File: src/rtl/iee_pkg.sv
`timescale 1ns / 1ps
`default_nettype none
// ----------------------------------------------------------------------------
// Infix evaluator package
// Shared widths, character codes, operation codes and control structs.
// ----------------------------------------------------------------------------
package iee_pkg;

   localparam int VALUE_WIDTH = 32;
   localparam int CountWidth  = $clog2(VALUE_WIDTH);

   localparam logic [7:0] CharPlus  = 8'h2B;
   localparam logic [7:0] CharMinus = 8'h2D;
   localparam logic [7:0] CharStar  = 8'h2A;
   localparam logic [7:0] CharSlash = 8'h2F;
   localparam logic [7:0] CharZero  = 8'h30;
   localparam logic [7:0] CharNine  = 8'h39;

   typedef enum logic [1:0] {
      OP_ADD = 2'd0,
      OP_SUB = 2'd1,
      OP_MUL = 2'd2,
      OP_DIV = 2'd3
   } op_type;

   typedef logic [VALUE_WIDTH-1:0] word_type;

   typedef struct packed {
      logic start;
      logic divide;
   } unit_ctl_type;

endpackage : iee_pkg
`default_nettype wire

File: src/rtl/iee_req_intf.sv
`timescale 1ns / 1ps
`default_nettype none
// ----------------------------------------------------------------------------
// Request channel
// Valid/ready channel that carries one expression character per item.
// ----------------------------------------------------------------------------
interface iee_req_intf;
   logic       valid;
   logic       ready;
   logic [7:0] char_code;
   logic       end_of_text;

   modport source (output valid, output char_code, output end_of_text, input ready);
   modport sink   (input valid, input char_code, input end_of_text, output ready);
endinterface : iee_req_intf
`default_nettype wire

File: src/rtl/iee_rsp_intf.sv
`timescale 1ns / 1ps
`default_nettype none
// ----------------------------------------------------------------------------
// Response channel
// Valid/ready channel that carries one evaluated expression per item.
// ----------------------------------------------------------------------------
interface iee_rsp_intf;
   logic               valid;
   logic               ready;
   logic signed [31:0] value;
   logic [1:0]         last_operation;
   logic               leads_with_digit;
   logic               divide_by_zero;

   modport source (output valid, output value, output last_operation,
                   output leads_with_digit, output divide_by_zero, input ready);
   modport sink   (input valid, input value, input last_operation,
                   input leads_with_digit, input divide_by_zero, output ready);
endinterface : iee_rsp_intf
`default_nettype wire

File: src/rtl/iee_muldiv.sv
`timescale 1ns / 1ps
`default_nettype none
// ----------------------------------------------------------------------------
// Iterative multiply / divide unit
// One bit per cycle around a single shared adder: shift-add multiply (low
// word kept) or restoring signed divide truncating toward zero.
// ----------------------------------------------------------------------------
module iee_muldiv (
   input  logic                  clock,
   input  logic                  reset,
   input  iee_pkg::unit_ctl_type ctl,
   input  iee_pkg::word_type     operand_a,
   input  iee_pkg::word_type     operand_b,
   output logic                  done,
   output iee_pkg::word_type     result
);
   import iee_pkg::*;

   localparam int W = VALUE_WIDTH;

   // work_a: product or remainder; work_b: multiplicand or quotient;
   // work_c: multiplier or divisor
   word_type              work_a_ff, work_a_in;
   word_type              work_b_ff, work_b_in;
   word_type              work_c_ff, work_c_in;
   logic [CountWidth-1:0] count_ff, count_in;
   logic                  busy_ff, busy_in;
   logic                  done_ff, done_in;
   logic                  divide_ff, divide_in;
   logic                  negate_ff, negate_in;

   logic [W:0] add_x;
   logic [W:0] add_y;
   logic [W:0] add_sum;
   word_type   mag_a;
   word_type   mag_b;

   assign mag_a = operand_a[W-1] ? ('0 - operand_a) : operand_a;
   assign mag_b = operand_b[W-1] ? ('0 - operand_b) : operand_b;

   // shared adder: accumulate for multiply, trial subtract for divide
   assign add_x   = divide_ff ? {work_a_ff, work_b_ff[W-1]} : {1'b0, work_a_ff};
   assign add_y   = divide_ff ? {1'b0, work_c_ff} : {1'b0, work_b_ff};
   assign add_sum = add_x + (add_y ^ {(W+1){divide_ff}}) + (W+1)'(divide_ff);

   always_comb begin
      work_a_in = work_a_ff;
      work_b_in = work_b_ff;
      work_c_in = work_c_ff;
      count_in  = count_ff;
      busy_in   = busy_ff;
      done_in   = 1'b0;
      divide_in = divide_ff;
      negate_in = negate_ff;
      if (ctl.start) begin
         busy_in   = 1'b1;
         divide_in = ctl.divide;
         count_in  = CountWidth'(W - 1);
         work_a_in = '0;
         if (ctl.divide) begin
            work_b_in = mag_a;
            work_c_in = mag_b;
            negate_in = operand_a[W-1] ^ operand_b[W-1];
         end else begin
            work_b_in = operand_a;
            work_c_in = operand_b;
            negate_in = 1'b0;
         end
      end else if (busy_ff) begin
         if (divide_ff) begin
            if (!add_sum[W]) begin
               work_a_in = add_sum[W-1:0];
               work_b_in = {work_b_ff[W-2:0], 1'b1};
            end else begin
               work_a_in = add_x[W-1:0];
               work_b_in = {work_b_ff[W-2:0], 1'b0};
            end
         end else begin
            if (work_c_ff[0]) begin
               work_a_in = add_sum[W-1:0];
            end
            work_b_in = {work_b_ff[W-2:0], 1'b0};
            work_c_in = {1'b0, work_c_ff[W-1:1]};
         end
         count_in = count_ff - CountWidth'(1);
         if (count_ff == '0) begin
            busy_in = 1'b0;
            done_in = 1'b1;
         end
      end
   end

   always_ff @(posedge clock) begin
      if (reset) begin
         busy_ff   <= 1'b0;
         done_ff   <= 1'b0;
         divide_ff <= 1'b0;
         negate_ff <= 1'b0;
         count_ff  <= '0;
      end else begin
         busy_ff   <= busy_in;
         done_ff   <= done_in;
         divide_ff <= divide_in;
         negate_ff <= negate_in;
         count_ff  <= count_in;
      end
      work_a_ff <= work_a_in;
      work_b_ff <= work_b_in;
      work_c_ff <= work_c_in;
   end

   assign done   = done_ff;
   assign result = divide_ff ? (negate_ff ? ('0 - work_b_ff) : work_b_ff) : work_a_ff;

endmodule : iee_muldiv
`default_nettype wire

File: src/rtl/infix_expression_evaluator.sv
`timescale 1ns / 1ps
`default_nettype none
// Digits and other characters are taken in S_IDLE; an operator or the final
// character then passes through S_CLOSE, and a waiting * or / goes on to
// S_WAIT for the shared multiply/divide unit, which retires one bit per cycle;
// a zero divisor skips the unit.
// The final character then loads the result register in S_FINISH, which
// waits, and takes no new character, while an earlier result is not yet taken.
// Synchronous active-high reset clears the evaluator; no clearing pass.
// ----------------------------------------------------------------------------
// Infix expression evaluator
// Character-serial evaluator for + - * / with precedence, no stack.
// ----------------------------------------------------------------------------
module infix_expression_evaluator (
   input  logic        clock,
   input  logic        reset,
   iee_req_intf.sink   req_chan,
   iee_rsp_intf.source rsp_chan
);
   import iee_pkg::*;

   typedef enum logic [3:0] {
      S_IDLE   = 4'b0001,
      S_CLOSE  = 4'b0010,
      S_WAIT   = 4'b0100,
      S_FINISH = 4'b1000
   } state_type;

   state_type state_ff, state_in;
   word_type  acc_ff, acc_in;
   word_type  term_ff, term_in;
   word_type  sum_ff, sum_in;
   op_type    pending_ff, pending_in;
   op_type    applied_ff, applied_in;
   op_type    next_op_ff, next_op_in;
   logic      has_op_ff, has_op_in;
   logic      last_ff, last_in;
   logic      first_ff, first_in;
   logic      lead_ff, lead_in;
   logic      zdiv_ff, zdiv_in;

   logic               rsp_valid_ff, rsp_valid_in;
   logic signed [31:0] rsp_value_ff, rsp_value_in;
   op_type             rsp_op_ff, rsp_op_in;
   logic               rsp_lead_ff, rsp_lead_in;
   logic               rsp_zdiv_ff, rsp_zdiv_in;

   logic         is_digit;
   logic         is_op;
   op_type       char_op;
   word_type     total;
   unit_ctl_type unit_ctl;
   logic         unit_done;
   word_type     unit_result;

   iee_muldiv u_muldiv (
      .clock     (clock),
      .reset     (reset),
      .ctl       (unit_ctl),
      .operand_a (term_ff),
      .operand_b (acc_ff),
      .done      (unit_done),
      .result    (unit_result)
   );

   assign is_digit = (req_chan.char_code >= CharZero) && (req_chan.char_code <= CharNine);
   assign total    = sum_ff + term_ff;

   always_comb begin
      is_op   = 1'b1;
      char_op = OP_ADD;
      unique case (req_chan.char_code)
         CharPlus:  char_op = OP_ADD;
         CharMinus: char_op = OP_SUB;
         CharStar:  char_op = OP_MUL;
         CharSlash: char_op = OP_DIV;
         default:   is_op = 1'b0;
      endcase
   end

   always_comb begin
      state_in     = state_ff;
      acc_in       = acc_ff;
      term_in      = term_ff;
      sum_in       = sum_ff;
      pending_in   = pending_ff;
      applied_in   = applied_ff;
      next_op_in   = next_op_ff;
      has_op_in    = has_op_ff;
      last_in      = last_ff;
      first_in     = first_ff;
      lead_in      = lead_ff;
      zdiv_in      = zdiv_ff;
      rsp_valid_in = rsp_valid_ff && !rsp_chan.ready;
      rsp_value_in = rsp_value_ff;
      rsp_op_in    = rsp_op_ff;
      rsp_lead_in  = rsp_lead_ff;
      rsp_zdiv_in  = rsp_zdiv_ff;
      unit_ctl     = '0;

      unique case (state_ff)
         S_IDLE: begin
            if (req_chan.valid) begin
               if (first_ff) begin
                  lead_in  = is_digit;
                  first_in = 1'b0;
               end
               if (is_digit) begin
                  acc_in = (acc_ff << 3) + (acc_ff << 1)
                         + VALUE_WIDTH'(req_chan.char_code - CharZero);
               end
               has_op_in  = is_op;
               next_op_in = char_op;
               last_in    = req_chan.end_of_text;
               if (is_op || req_chan.end_of_text) begin
                  state_in = S_CLOSE;
               end
            end
         end
         S_CLOSE: begin
            // apply the waiting sign to the number just closed
            acc_in = '0;
            if (has_op_ff) begin
               pending_in = next_op_ff;
            end
            applied_in = pending_ff;
            state_in   = last_ff ? S_FINISH : S_IDLE;
            unique case (pending_ff)
               OP_ADD: begin
                  sum_in  = total;
                  term_in = acc_ff;
               end
               OP_SUB: begin
                  sum_in  = total;
                  term_in = '0 - acc_ff;
               end
               OP_MUL: begin
                  unit_ctl.start = 1'b1;
                  state_in       = S_WAIT;
               end
               OP_DIV: begin
                  if (acc_ff == '0) begin
                     zdiv_in = 1'b1;
                     term_in = '0;
                  end else begin
                     unit_ctl.start  = 1'b1;
                     unit_ctl.divide = 1'b1;
                     state_in        = S_WAIT;
                  end
               end
               default: ;
            endcase
         end
         S_WAIT: begin
            if (unit_done) begin
               term_in  = unit_result;
               state_in = last_ff ? S_FINISH : S_IDLE;
            end
         end
         S_FINISH: begin
            // hold until the result register is free, then clear for next item
            if (!rsp_valid_ff || rsp_chan.ready) begin
               rsp_valid_in = 1'b1;
               rsp_value_in = zdiv_ff ? '0 : 32'(signed'(total));
               rsp_op_in    = applied_ff;
               rsp_lead_in  = lead_ff;
               rsp_zdiv_in  = zdiv_ff;
               acc_in       = '0;
               term_in      = '0;
               sum_in       = '0;
               pending_in   = OP_ADD;
               applied_in   = OP_ADD;
               first_in     = 1'b1;
               lead_in      = 1'b0;
               zdiv_in      = 1'b0;
               state_in     = S_IDLE;
            end
         end
         default: state_in = S_IDLE;
      endcase
   end

   always_ff @(posedge clock) begin
      if (reset) begin
         state_ff     <= S_IDLE;
         acc_ff       <= '0;
         term_ff      <= '0;
         sum_ff       <= '0;
         pending_ff   <= OP_ADD;
         applied_ff   <= OP_ADD;
         next_op_ff   <= OP_ADD;
         has_op_ff    <= 1'b0;
         last_ff      <= 1'b0;
         first_ff     <= 1'b1;
         lead_ff      <= 1'b0;
         zdiv_ff      <= 1'b0;
         rsp_valid_ff <= 1'b0;
      end else begin
         state_ff     <= state_in;
         acc_ff       <= acc_in;
         term_ff      <= term_in;
         sum_ff       <= sum_in;
         pending_ff   <= pending_in;
         applied_ff   <= applied_in;
         next_op_ff   <= next_op_in;
         has_op_ff    <= has_op_in;
         last_ff      <= last_in;
         first_ff     <= first_in;
         lead_ff      <= lead_in;
         zdiv_ff      <= zdiv_in;
         rsp_valid_ff <= rsp_valid_in;
      end
      rsp_value_ff <= rsp_value_in;
      rsp_op_ff    <= rsp_op_in;
      rsp_lead_ff  <= rsp_lead_in;
      rsp_zdiv_ff  <= rsp_zdiv_in;
   end

   assign req_chan.ready            = (state_ff == S_IDLE);
   assign rsp_chan.valid            = rsp_valid_ff;
   assign rsp_chan.value            = rsp_value_ff;
   assign rsp_chan.last_operation   = rsp_op_ff;
   assign rsp_chan.leads_with_digit = rsp_lead_ff;
   assign rsp_chan.divide_by_zero   = rsp_zdiv_ff;

endmodule : infix_expression_evaluator
`default_nettype wire

File: src/flat_wrapper.sv
// flat-port wrapper written by rule: the top's interface ports become plain ports
module infix_expression_evaluator_flat import iee_pkg::*;
  (clock, reset, req_chan_valid, req_chan_char_code, req_chan_end_of_text, req_chan_ready, rsp_chan_valid, rsp_chan_value, rsp_chan_last_operation, rsp_chan_leads_with_digit, rsp_chan_divide_by_zero, rsp_chan_ready);
  iee_req_intf req_chan_i ();
  iee_rsp_intf rsp_chan_i ();
  input  logic clock;
  input  logic reset;
  input wire logic [$bits(req_chan_i.valid)-1:0] req_chan_valid;
  input wire logic [$bits(req_chan_i.char_code)-1:0] req_chan_char_code;
  input wire logic [$bits(req_chan_i.end_of_text)-1:0] req_chan_end_of_text;
  output wire logic [$bits(req_chan_i.ready)-1:0] req_chan_ready;
  output wire logic [$bits(rsp_chan_i.valid)-1:0] rsp_chan_valid;
  output wire logic [$bits(rsp_chan_i.value)-1:0] rsp_chan_value;
  output wire logic [$bits(rsp_chan_i.last_operation)-1:0] rsp_chan_last_operation;
  output wire logic [$bits(rsp_chan_i.leads_with_digit)-1:0] rsp_chan_leads_with_digit;
  output wire logic [$bits(rsp_chan_i.divide_by_zero)-1:0] rsp_chan_divide_by_zero;
  input wire logic [$bits(rsp_chan_i.ready)-1:0] rsp_chan_ready;
  assign req_chan_i.valid = req_chan_valid;
  assign req_chan_i.char_code = req_chan_char_code;
  assign req_chan_i.end_of_text = req_chan_end_of_text;
  assign req_chan_ready = req_chan_i.ready;
  assign rsp_chan_valid = rsp_chan_i.valid;
  assign rsp_chan_value = rsp_chan_i.value;
  assign rsp_chan_last_operation = rsp_chan_i.last_operation;
  assign rsp_chan_leads_with_digit = rsp_chan_i.leads_with_digit;
  assign rsp_chan_divide_by_zero = rsp_chan_i.divide_by_zero;
  assign rsp_chan_i.ready = rsp_chan_ready;
  infix_expression_evaluator u_core (.clock(clock), .reset(reset), .req_chan(req_chan_i), .rsp_chan(rsp_chan_i));
endmodule
File: config.mk
export PLATFORM = sky130hd
export DESIGN_NAME = infix_expression_evaluator_flat
export DESIGN_NICKNAME = d
export VERILOG_FILES = /design/src/rtl/iee_pkg.sv /design/src/rtl/iee_req_intf.sv /design/src/rtl/iee_rsp_intf.sv /design/src/rtl/iee_muldiv.sv /design/src/rtl/infix_expression_evaluator.sv /design/src/flat_wrapper.sv
export SDC_FILE = /design/constraint.sdc
export NUM_CORES = 1
export LEC_CHECK = 0
export BUFFER_PORTS_ARGS = -buffer_cell sky130_fd_sc_hd__buf_2
export CORE_UTILIZATION = 60
export DETAILED_ROUTE_END_ITERATION = 6
export PLACE_DENSITY = 0.83
export SYNTH_ARGS = -nofsm -noshare
export SYNTH_HDL_FRONTEND = slang
export SYNTH_SLANG_ARGS = --single-unit
File: constraint.sdc
create_clock -name clock -period 12 [get_ports clock]
set_clock_uncertainty 0.2 [all_clocks]
set_input_delay 1.2 -clock clock [delete_from_list [all_inputs] [get_ports clock]]
set_output_delay 1.2 -clock clock [all_outputs]
set_load 0.05 [all_outputs]
==> results of run 1 <==
kinds of logic after synthesis:
| group | count (synthesis) | share of synthesized area |
|---|---|---|
| AO/OA/AOI/OAI | 742 | 0.2358 |
| adder cells (fa/ha/maj) | 132 | 0.09846 |
| XOR/XNOR | 175 | 0.08009 |
| multiplexers | 60 | 0.03315 |
| buffers and inverters | 220 | 0.04491 |
| AND/OR/NAND/NOR | 773 | 0.1906 |
| flip-flops | 253 | 0.3169 |
routing by layer:
| layer | vias to the layer above | track usage |
|---|---|---|
| met2 | 824 | 0.5346 |
| met1 | 8514 | 0.4375 |
| li1 | 8440 | - |
| met3 | 175 | 0.05982 |
| met4 | 0 | 0.1388 |
| met5 | - | 0 |
power breakdown:
group	internal (mW)	total (mW)	leakage, nW	switching (mW)
Combinational	0.340	0.918	5.66	0.579
Sequential	0.936	1.04	2.17	0.104
Clock	0.539	0.913	0.476	0.374
Total	1.81	2.87	8.30	1.06
flip-flops by register name (all words and copies together), names as in the netlist, 2 cells and up:
signal                          cells
u_core.next_op_ff                   2
u_core.applied_ff                   2
u_core.state_ff                     4
u_core.rsp_chan.value              32
u_core.pending_ff                   2
u_core.u_muldiv.work_b_ff          32
u_core.term_ff                     32
u_core.u_muldiv.count_ff            5
u_core.acc_ff                      32
u_core.sum_ff                      32
u_core.u_muldiv.work_a_ff          32
u_core.u_muldiv.work_c_ff          32
u_core.rsp_chan.last_operation      2
worst max-delay path, stage by stage (launching register included):
cell      delay, ps
dfxtp_4         730
buf_4           900
nor2_1          110
a21oi_1         230
inv_1            90
fa_1            430
nand2b_1        200
a21oi_1         280
nor3_1          140
nand4b_1        240
a311o_1         390
a221oi_1        560
nand2b_2        960
mux2i_1         290
a211oi_1        100
stage by stage:
step	hold slack (ps)	setup WS, ps	cells
after floorplan	206.4	5081	2355
after global placement	220.9	6372	2676
after detailed placement	224.4	6053	2676
after CTS	235.3	6024	2730
after global routing	261.8	5597	2730
final	233.0	5912	2730
layout make-up:
class | instances | area (sq um)
inverter | 69 | 259.0
fill | 2567 | 11010
multi-input combinational | 1882 | 12260
timing repair buffer | 70 | 402.9
clock buffer | 41 | 820.8
clock inverter | 13 | 148.9
tap | 402 | 503.0
sequential | 253 | 6070
cell usage after synthesis (20+ instances only):
cell      count
nor2_1      289
a21oi_1     260
o21ai_0     209
nand2_1     187
dfxtp_1     153
clkbuf_1    122
ha_1        101
edfxtp_1    100
xor2_1       90
xnor2_1      85
nor3_1       75
inv_1        68
a21o_1       50
nand3_1      41
mux2i_1      33
fa_1         31
o31ai_1      31
mux2_2       27
and3_1       20
cell usage in the layout (no fill, tap or decap), types with 29 or more instances in the layout:
cell	netlist	final
o21ai_0	209	208
clkbuf_16	0	29
nand3_1	41	40
a21o_1	50	50
mux2i_1	33	33
nor3_1	75	74
o31ai_1	31	31
inv_1	68	68
fa_1	31	31
buf_2	15	49
ha_1	101	101
a21oi_1	260	259
xor2_1	90	90
nand2_1	187	187
dfxtp_1	153	152
edfxtp_1	100	100
nor2_1	289	287
xnor2_1	85	85
worst max path at each step:
stage | from | cells past startpoint | slack, ps | to
final | u_core.u_muldiv.divide_ff | 14 | 5910 | u_core.u_muldiv.work_a_ff[14]
after global routing | u_core.u_muldiv.divide_ff | 14 | 5600 | u_core.u_muldiv.work_a_ff[13]
after CTS | u_core.u_muldiv.divide_ff | 14 | 6020 | u_core.u_muldiv.work_a_ff[14]
after detailed placement | u_core.u_muldiv.divide_ff | 14 | 6050 | u_core.u_muldiv.work_a_ff[14]
after global placement | u_core.u_muldiv.divide_ff | 14 | 6370 | u_core.u_muldiv.work_a_ff[14]
after floorplan | req_chan_char_code[4] | 14 | 5080 | u_core.acc_ff[31]
==> qor.txt, run 1 <==
highest metal used -> met4
placed cell area -> 0.01950 sq mm
R2R cell count -> 14
pin count of the biggest net entering global routing -> 106
clock-pin slew of the registers on the worst-case setup and hold paths -> 60 ps
Startpoint Class -> register
YS warnings -> 0
total power -> 2.871 mW
r2r setup slk -> 5910 ps
Nets -> 2450
cell taking the most area after synthesis -> dfxtp_1
fin util -> 0.6502
vias per cell -> 6.576
WHS Path Cells -> 0
First-pass DRT Iterations -> 5
Seq cells post-synth -> 253
Yosys cell types -> 82
Hold Crit Endpoint -> u_core.rsp_chan.leads_with_digit
H-tree Lvls -> 1
CP required -> 12190 ps
cts bufs inserted -> 29
share of cells above drive strength 1 -> 0.07861
dpl hpwl -> 40190 microns
antenna violations before repair -> 0
port buffer count -> 50
Yosys top cell area share -> 0.1600
Pleak -> 8.304 nW
Root Driver -> clkbuf_16
Crit. End Element -> register
Clock Sinks -> 253
# Max-Cap Violations -> 0
# hold bufs at CTS -> 0
WL met1 -> 23070 microns
Die Span X -> 180.6 microns
Post-Synthesis Cell Area -> 0.01914 sq mm
min cycle time layout -> 6088 ps
CTS tree -> done
Tcrit/Tclk final -> 0.5073
met3 WL -> 4597 microns
CP Max Fanout -> 105
DRT antenna net count -> 0
vias -> 17950
clk_lat worst skew -> 570 ps
Final Cell Area -> 0.02047 sq mm
EDFF count, synth -> 100
post-synthesis sequential area ratio -> 0.3169
post-cts sizing count -> 0
WP data arrival -> 6280 ps
Least-Margin Pin Slew -> 1197 ps
Post-CTS Setup Bufs -> 0
met2 wire length -> 25000 microns
max_slew headroom -> 0.2008
first-pass GRT wire length -> 87730 microns
Die H -> 180.6 microns
CORE AREA -> 0.03147 sq mm
power per cell area -> 140.3 mW/mm^2
DRC viols -> 0
fmax -> 164.3 MHz
diode count -> 0
RSZ-0062 raised after global routing -> no
DR iter-0 viols -> 2200
hold_sp -> u_core.lead_ff
number of global-route vias before repair -> 16640
synth top area cells -> dfxtp_1, edfxtp_1, a21oi_1
Routed WL per cell -> 20.20 microns
All-Layer GR Usage -> 0.3315
grt total ovfl -> 0
min-delay worst type -> register to register
Final Hold Fails -> 0
Ports -> 51
Final Setup Violations -> 0
Cells after Synth -> 2355
Worst VDD drop -> 117.8 uV
Synth Area per Inst -> 8.127 sq um
asr flop ratio synth -> 0
Mapped Nets -> 2500
Worst Path Class, Setup -> register to register
origin of the critical flop-to-flop path -> u_core.u_muldiv.divide_ff
setup tns final -> 0 ps
CTS max path bufs -> 3
status -> complete, no violations
routability cong. -> 1.035
P&R area growth vs syn -> 6.937%
ys flop type -> dfxtp_1
Final Max Slew Viols -> 0
Initial Util -> 0.6081
die footprint -> 0.03262 sq mm
reg2reg end -> u_core.u_muldiv.work_a_ff[14]
final wirelength -> 55150 microns
row count -> 65
Power figures use the tool's default switching activity.
==> run 2: changes to the inputs <==
==> constraint.sdc (replaced) <==
create_clock -name clock -period 6.1 [get_ports clock]
set_clock_uncertainty 0.2 [all_clocks]
set_input_delay 0.61 -clock clock [delete_from_list [all_inputs] [get_ports clock]]
set_output_delay 0.61 -clock clock [all_outputs]
set_load 0.05 [all_outputs]
==> qor.txt, run 2 (synthesized netlist as in run 1, its figures left out) <==
Die Span X -> 180.6 microns (unchanged)
DRC viols -> 7 (was 0)
commonest cells after routing, fill and taps aside -> nor2_1, a21oi_1, o21ai_0, nand2_1, dfxtp_1 (unchanged)
CORE AREA -> 0.03147 sq mm (unchanged)
port buffer count -> 50 (unchanged)
First-pass DRT Iterations -> 7 (was 5)
routability cong. -> 1.000 (was 1.035)
cts bufs inserted -> 28 (was 29)
min-delay worst type -> primary input to register (was register to register)
share of cells above drive strength 1 -> 0.08621 (was 0.07861)
post-cts sizing count -> 0 (unchanged)
Nets -> 2466 (was 2450)
setup tns final -> 0 ps (unchanged)
# fillers -> 2609 (was 2567)
Final Cell Area -> 0.02059 sq mm (was 0.02047 sq mm)
# Max-Cap Violations -> 0 (unchanged)
P&R area growth vs syn -> 7.596% (was 6.937%)
antenna violations before repair -> 1 (was 0)
Root Driver -> clkbuf_16 (unchanged)
die footprint -> 0.03262 sq mm (unchanged)
number of global-route vias before repair -> 16810 (was 16640)
H-tree Lvls -> 1 (unchanged)
status -> finished, violations left (was complete, no violations)
clk_lat worst skew -> 560 ps (was 570 ps)
Final Hold Fails -> 0 (unchanged)
placed cell area -> 0.01964 sq mm (was 0.01950 sq mm)
Pleak -> 8.395 nW (was 8.304 nW)
row count -> 65 (unchanged)
DRT antenna net count -> 0 (unchanged)
vias -> 18090 (was 17950)
CTS max path bufs -> 3 (unchanged)
Clock Sinks -> 253 (unchanged)
Least-Margin Pin Slew -> 1302 ps (was 1197 ps)
WP data arrival -> 5330 ps (was 6280 ps)
diode count -> 0 (unchanged)
Worst VDD drop -> 235.2 uV (was 117.8 uV)
final wirelength -> 55380 microns (was 55150 microns)
Routed WL per cell -> 20.18 microns (was 20.20 microns)
power per cell area -> 275.6 mW/mm^2 (was 140.3 mW/mm^2)
Worst Path Class, Setup -> register to register (unchanged)
Ports -> 51 (unchanged)
most frequent CP cell -> buf_4 (was a21oi_1)
Most Used Layer, Global Route -> met2 (unchanged)
commonest non-fill, non-tap cell in the layout -> nor2_1 (unchanged)
Post-Place Setup Slack -> 1049 ps (was 6053 ps)
cell at the slowest stage of the critical path -> dfxtp_4 (was nand2b_2)
All-Layer GR Usage -> 0.3321 (was 0.3315)
Final Max Slew Viols -> 0 (unchanged)
max_slew headroom -> 0.1261 (was 0.2008)
met3 usage -> 0.05376 (was 0.05982)
Tcrit/Tclk final -> 0.8433 (was 0.5073)
M2 GR Usage -> 0.5371 (was 0.5346)
dpl hpwl -> 40730 microns (was 40190 microns)
failing checks -> design-rule violations
Final Setup Violations -> 0 (unchanged)
first-pass GRT wire length -> 87940 microns (was 87730 microns)
min cycle time layout -> 5144 ps (was 6088 ps)
RSZ-0062 raised after global routing -> no (unchanged)
CP Max Fanout -> 98 (was 105)
DR iter-0 viols -> 2080 (was 2200)
met1 global-route usage -> 0.4430 (was 0.4375)
fmax -> 194.4 MHz (was 164.3 MHz)
fin util -> 0.6543 (was 0.6502)
crit-path cells -> buf_4, mux2_2, ha_1, nand2b_1, a21oi_1, nor3_1, nand4b_1, a311o_1, a221oi_1, buf_4, nand2b_2, buf_4, mux2i_1, a211oi_1 (was buf_4, nor2_1, a21oi_1, inv_1, fa_1, nand2b_1, a21oi_1, nor3_1, nand4b_1, a311o_1, a221oi_1, nand2b_2, mux2i_1, a211oi_1)
pin count of the biggest net entering global routing -> 99 (was 106)
CTS tree -> done (unchanged)
Startpoint Class -> register (unchanged)
# hold bufs at CTS -> 0 (unchanged)
Post-CTS Setup Bufs -> 0 (unchanged)
grt total ovfl -> 0 (unchanged)
Critical Path Max Stage Delay -> 1020 ps (was 960 ps)
clock-pin slew of the registers on the worst-case setup and hold paths -> 60 ps (about the same)
Die H -> 180.6 microns (unchanged)
Initial Util -> 0.6081 (unchanged)
CP required -> 6280 ps (was 12190 ps)
vias per cell -> 6.591 (was 6.576)
Crit. End Element -> register (unchanged)
setup ws final -> 955.9 ps (was 5912 ps)
[run 2: changes by cell type in the layout (fill, tap and decap cells not counted), sizes merged]
cell      delta
clkinvlp     +1
clkbuf       -5
clkinv       +4
buf         +17
inv          -2
[run 2: cell type report]
type,instances,area (sq um),area share
Clock inverter,16,168.9,0.008203
Timing Repair Buffer,87,543.0,0.02637
Sequential cell,253,6070,0.2948
Tap cell,402,503.0,0.02443
Inverter,69,259.0,0.01258
Multi-Input combinational cell,1882,12270,0.5958
Clock buffer,36,780.7,0.03791
[run 2: worst paths after layout]
check / depth (start not counted) / slack (ps) / end / startpoint
setup / recovery: 14 / 960 / u_core.u_muldiv.work_a_ff[14] / u_core.u_muldiv.divide_ff
hold / removal: 3 / 110 / u_core.last_ff / req_chan_end_of_text
setup reg to reg: 14 / 960 / u_core.u_muldiv.work_a_ff[14] / u_core.u_muldiv.divide_ff
hold reg to reg: 0 / 240 / u_core.rsp_chan.leads_with_digit / u_core.lead_ff
[run 2: metrics by stage]
| stage | cells | hold slack, ps | power (mW) |
|---|---|---|---|
| finish | 2745 | 107.5 | 5.675 |
| detailed placement | 2693 | 229.5 | 3.874 |
| global placement | 2693 | 220.2 | 3.813 |
| CTS | 2745 | 96.15 | 5.622 |
| global route | 2745 | 118.9 | 5.932 |
| floorplan | 2355 | 206.4 | 3.383 |
[run 2: power breakdown]
group / internal [mW] / total, mW / switching [mW]
registers: 1.84 / 2.03 / 0.191
clock network: 1.03 / 1.76 / 0.729
logic: 0.689 / 1.89 / 1.20
[run 2: worst max-delay path: cells and delay by family (launching register included)]
| kind | cells | cell delay (ps) |
|---|---|---|
| compound gates | 4 | 1050 |
| fa+ha+maj | 1 | 330 |
| buf+inv | 3 | 1020 |
| flops | 1 | 1020 |
| mux | 2 | 620 |
| simple gates | 4 | 680 |
[run 2: layer usage]
metal | vias up | wire length (microns)
li1 | 8493 | -
met1 | 8528 | 23010
met2 | 876 | 24980
met3 | 196 | 5007
met4 | 0 | 2384
met5 | - | 0
==> run 3: changes to the inputs <==
==> constraint.sdc (replaced) <==
create_clock -name clock -period 5.2 [get_ports clock]
set_clock_uncertainty 0.2 [all_clocks]
set_input_delay 0.52 -clock clock [delete_from_list [all_inputs] [get_ports clock]]
set_output_delay 0.52 -clock clock [all_outputs]
set_load 0.05 [all_outputs]
==> qor.txt, run 3 (synthesized netlist as in run 1, its figures left out) <==
# hold bufs at CTS -> 0 (unchanged)
WP data arrival -> 4810 ps (was 5330 ps)
grt total ovfl -> 0 (unchanged)
Post-Place Setup Slack -> 462.4 ps (was 1049 ps)
DRC viols -> 0 (was 7)
Hold Crit Endpoint -> u_core.last_ff (unchanged)
CP bufs+invs -> 2 (was 3)
Root Driver -> clkbuf_16 (unchanged)
setup tns final -> 0 ps (unchanged)
Pleak -> 8.398 nW (was 8.395 nW)
first-pass GRT wire length -> 87840 microns (was 87940 microns)
RSZ-0062 raised after global routing -> no (unchanged)
CTS max path bufs -> 3 (unchanged)
post-cts sizing count -> 0 (unchanged)
CP required -> 5390 ps (was 6280 ps)
switching pwr -> 2.450 mW (was 2.117 mW)
Final Setup Violations -> 0 (unchanged)
Worst Path Class, Setup -> register to register (unchanged)
DR iter-0 viols -> 2235 (was 2080)
setup ws final -> 581.4 ps (was 955.9 ps)
CP Max Fanout -> 62 (was 98)
Final Hold Fails -> 0 (unchanged)
min-delay worst type -> primary input to register (unchanged)
Tcrit/Tclk final -> 0.8882 (was 0.8433)
antenna violations before repair -> 0 (was 1)
vias -> 18120 (was 18090)
clock-pin slew of the registers on the worst-case setup and hold paths -> 70 ps (was 60 ps)
# Max-Cap Violations -> 0 (unchanged)
R2R cell count -> 14 (unchanged)
# fillers -> 2577 (was 2609)
status -> complete, no violations (was finished, violations left)
die footprint -> 0.03262 sq mm (unchanged)
cts bufs inserted -> 29 (was 28)
dpl hpwl -> 40680 microns (was 40730 microns)
All-Layer GR Usage -> 0.3317 (was 0.3321)
max_slew headroom -> 0.1803 (was 0.1261)
combinational share of power -> 0.322 (was 0.332)
DRT antenna net count -> 0 (unchanged)
crit-path cells -> nor2_1, a21oi_1, inv_1, fa_1, nand2b_1, a21oi_1, nor3_1, nand4b_1, a311o_1, a221oi_1, nand2b_2, buf_12, mux2i_1, a21oi_1 (was buf_4, mux2_2, ha_1, nand2b_1, a21oi_1, nor3_1, nand4b_1, a311o_1, a221oi_1, buf_4, nand2b_2, buf_4, mux2i_1, a211oi_1)
power per cell area -> 323.5 mW/mm^2 (was 275.6 mW/mm^2)
clk_lat worst skew -> 570 ps (was 560 ps)
CORE AREA -> 0.03147 sq mm (unchanged)
Startpoint Class -> register (unchanged)
WHS Path Cells -> 3 (unchanged)
Clock power frac -> 0.321 (was 0.310)
reg2reg end -> u_core.u_muldiv.work_a_ff[3] (was u_core.u_muldiv.work_a_ff[14])
Clock Sinks -> 253 (unchanged)
First-pass DRT Iterations -> 7 (unchanged)
CTS tree -> done (unchanged)
most frequent CP cell -> a21oi_1 (was buf_4)
cell-internal power -> 4.232 mW (was 3.558 mW)
switch share -> 0.3667 (was 0.3731)
routability cong. -> 0.9983 (was 1.000)
min cycle time layout -> 4619 ps (was 5144 ps)
Crit. End Element -> register (unchanged)
final wirelength -> 55630 microns (was 55380 microns)
commonest cells after routing, fill and taps aside -> nor2_1, a21oi_1, o21ai_0, nand2_1, dfxtp_1 (unchanged)
origin of the critical flop-to-flop path -> u_core.u_muldiv.divide_ff (unchanged)
Die H -> 180.6 microns (unchanged)
vias per cell -> 6.603 (was 6.591)
share of cells above drive strength 1 -> 0.08501 (was 0.08621)
sequential power share -> 0.357 (was 0.358)
Die Span X -> 180.6 microns (unchanged)
Least-Margin Pin Slew -> 1227 ps (was 1302 ps)
cell at the slowest stage of the critical path -> dfxtp_4 (unchanged)
Nets -> 2463 (was 2466)
Routed WL per cell -> 20.27 microns (was 20.18 microns)
pin count of the biggest net entering global routing -> 73 (was 99)
Final Max Slew Viols -> 0 (unchanged)
fmax -> 216.5 MHz (was 194.4 MHz)
number of global-route vias before repair -> 16640 (was 16810)
Initial Util -> 0.6081 (unchanged)
Ports -> 51 (unchanged)
commonest non-fill, non-tap cell in the layout -> nor2_1 (unchanged)
r2r setup slk -> 580 ps (was 960 ps)
port buffer count -> 50 (unchanged)
CP delay by family, top -> compound AO/OA/AOI/OAI gates (unchanged)
row count -> 65 (unchanged)
hold_sp -> req_chan_end_of_text (unchanged)
H-tree Lvls -> 1 (unchanged)
P&R area growth vs syn -> 7.897% (was 7.596%)
Worst VDD drop -> 245.6 uV (was 235.2 uV)
Critical Path Max Stage Delay -> 820 ps (was 1020 ps)
Post-CTS Setup Bufs -> 0 (unchanged)
## run 3: power by group through the flow
stage          registers, mW  clock network, mW  logic [mW]
6_report                2.38               2.15        2.15
4_1_cts                 2.37               2.16        2.10
3_5_place_dp            2.41                  0        2.08
3_3_place_gp            2.41                  0        2.02
2_1_floorplan           2.31                  0        1.66
5_1_grt                 2.40               2.23        2.37
## run 3: how the worst max path moves through the flow
stage          cells after the start  slack, ps                       from                             to
2_1_floorplan                     14        490      req_chan_char_code[4]              u_core.acc_ff[31]
3_3_place_gp                      14        670      req_chan_char_code[4]              u_core.acc_ff[28]
6_report                          14        580  u_core.u_muldiv.divide_ff   u_core.u_muldiv.work_a_ff[3]
5_1_grt                           14        260  u_core.u_muldiv.divide_ff  u_core.u_muldiv.work_a_ff[14]
4_1_cts                           14        660  u_core.u_muldiv.divide_ff  u_core.u_muldiv.work_a_ff[14]
3_5_place_dp                      14        460      req_chan_char_code[4]              u_core.acc_ff[28]
## run 3: metal layers
metal | GRT usage | wire length, microns
met1 | 0.4471 | 23070
met2 | 0.5369 | 25140
met3 | 0.05719 | 5324
met4 | 0.1149 | 2100
met5 | 0 | 0
## run 3: cell type report
type | count | area, sq um | area share
antenna | 1 | 2.502 | 0.0001212
tap | 402 | 503.0 | 0.02436
timing repair buffer | 83 | 550.5 | 0.02666
multi-input combinational | 1882 | 12270 | 0.5941
clock buffer | 36 | 783.3 | 0.03793
inverter | 69 | 259.0 | 0.01254
clock inverter | 18 | 214.0 | 0.01036
sequential | 253 | 6070 | 0.2939
## run 3: stage by stage
step / instance area, sq um / std cells / util / power [mW] / hold WS [ps]
finish: 20650 / 2744 / 0.6561 / 6.681 / 11.10
global route: 20650 / 2743 / 0.6560 / 7.004 / 59.32
CTS: 20650 / 2743 / 0.6560 / 6.630 / 0.1902
detailed placement: 19650 / 2689 / 0.6243 / 4.497 / 224.3
global placement: 19650 / 2689 / 0.6243 / 4.423 / 221.7
floorplan: 19150 / 2355 / - / 3.969 / 206.4
## run 3: worst register-to-register path, stage by stage (launching register included)
cell and delay, ps:
dfxtp_4 820, nor2_1 130, a21oi_1 240, inv_1 100, fa_1 430, nand2b_1 180, a21oi_1 300, nor3_1 110
nand4b_1 270, a311o_1 400, a221oi_1 320, nand2b_2 370, buf_12 270, mux2i_1 250, a21oi_1 80
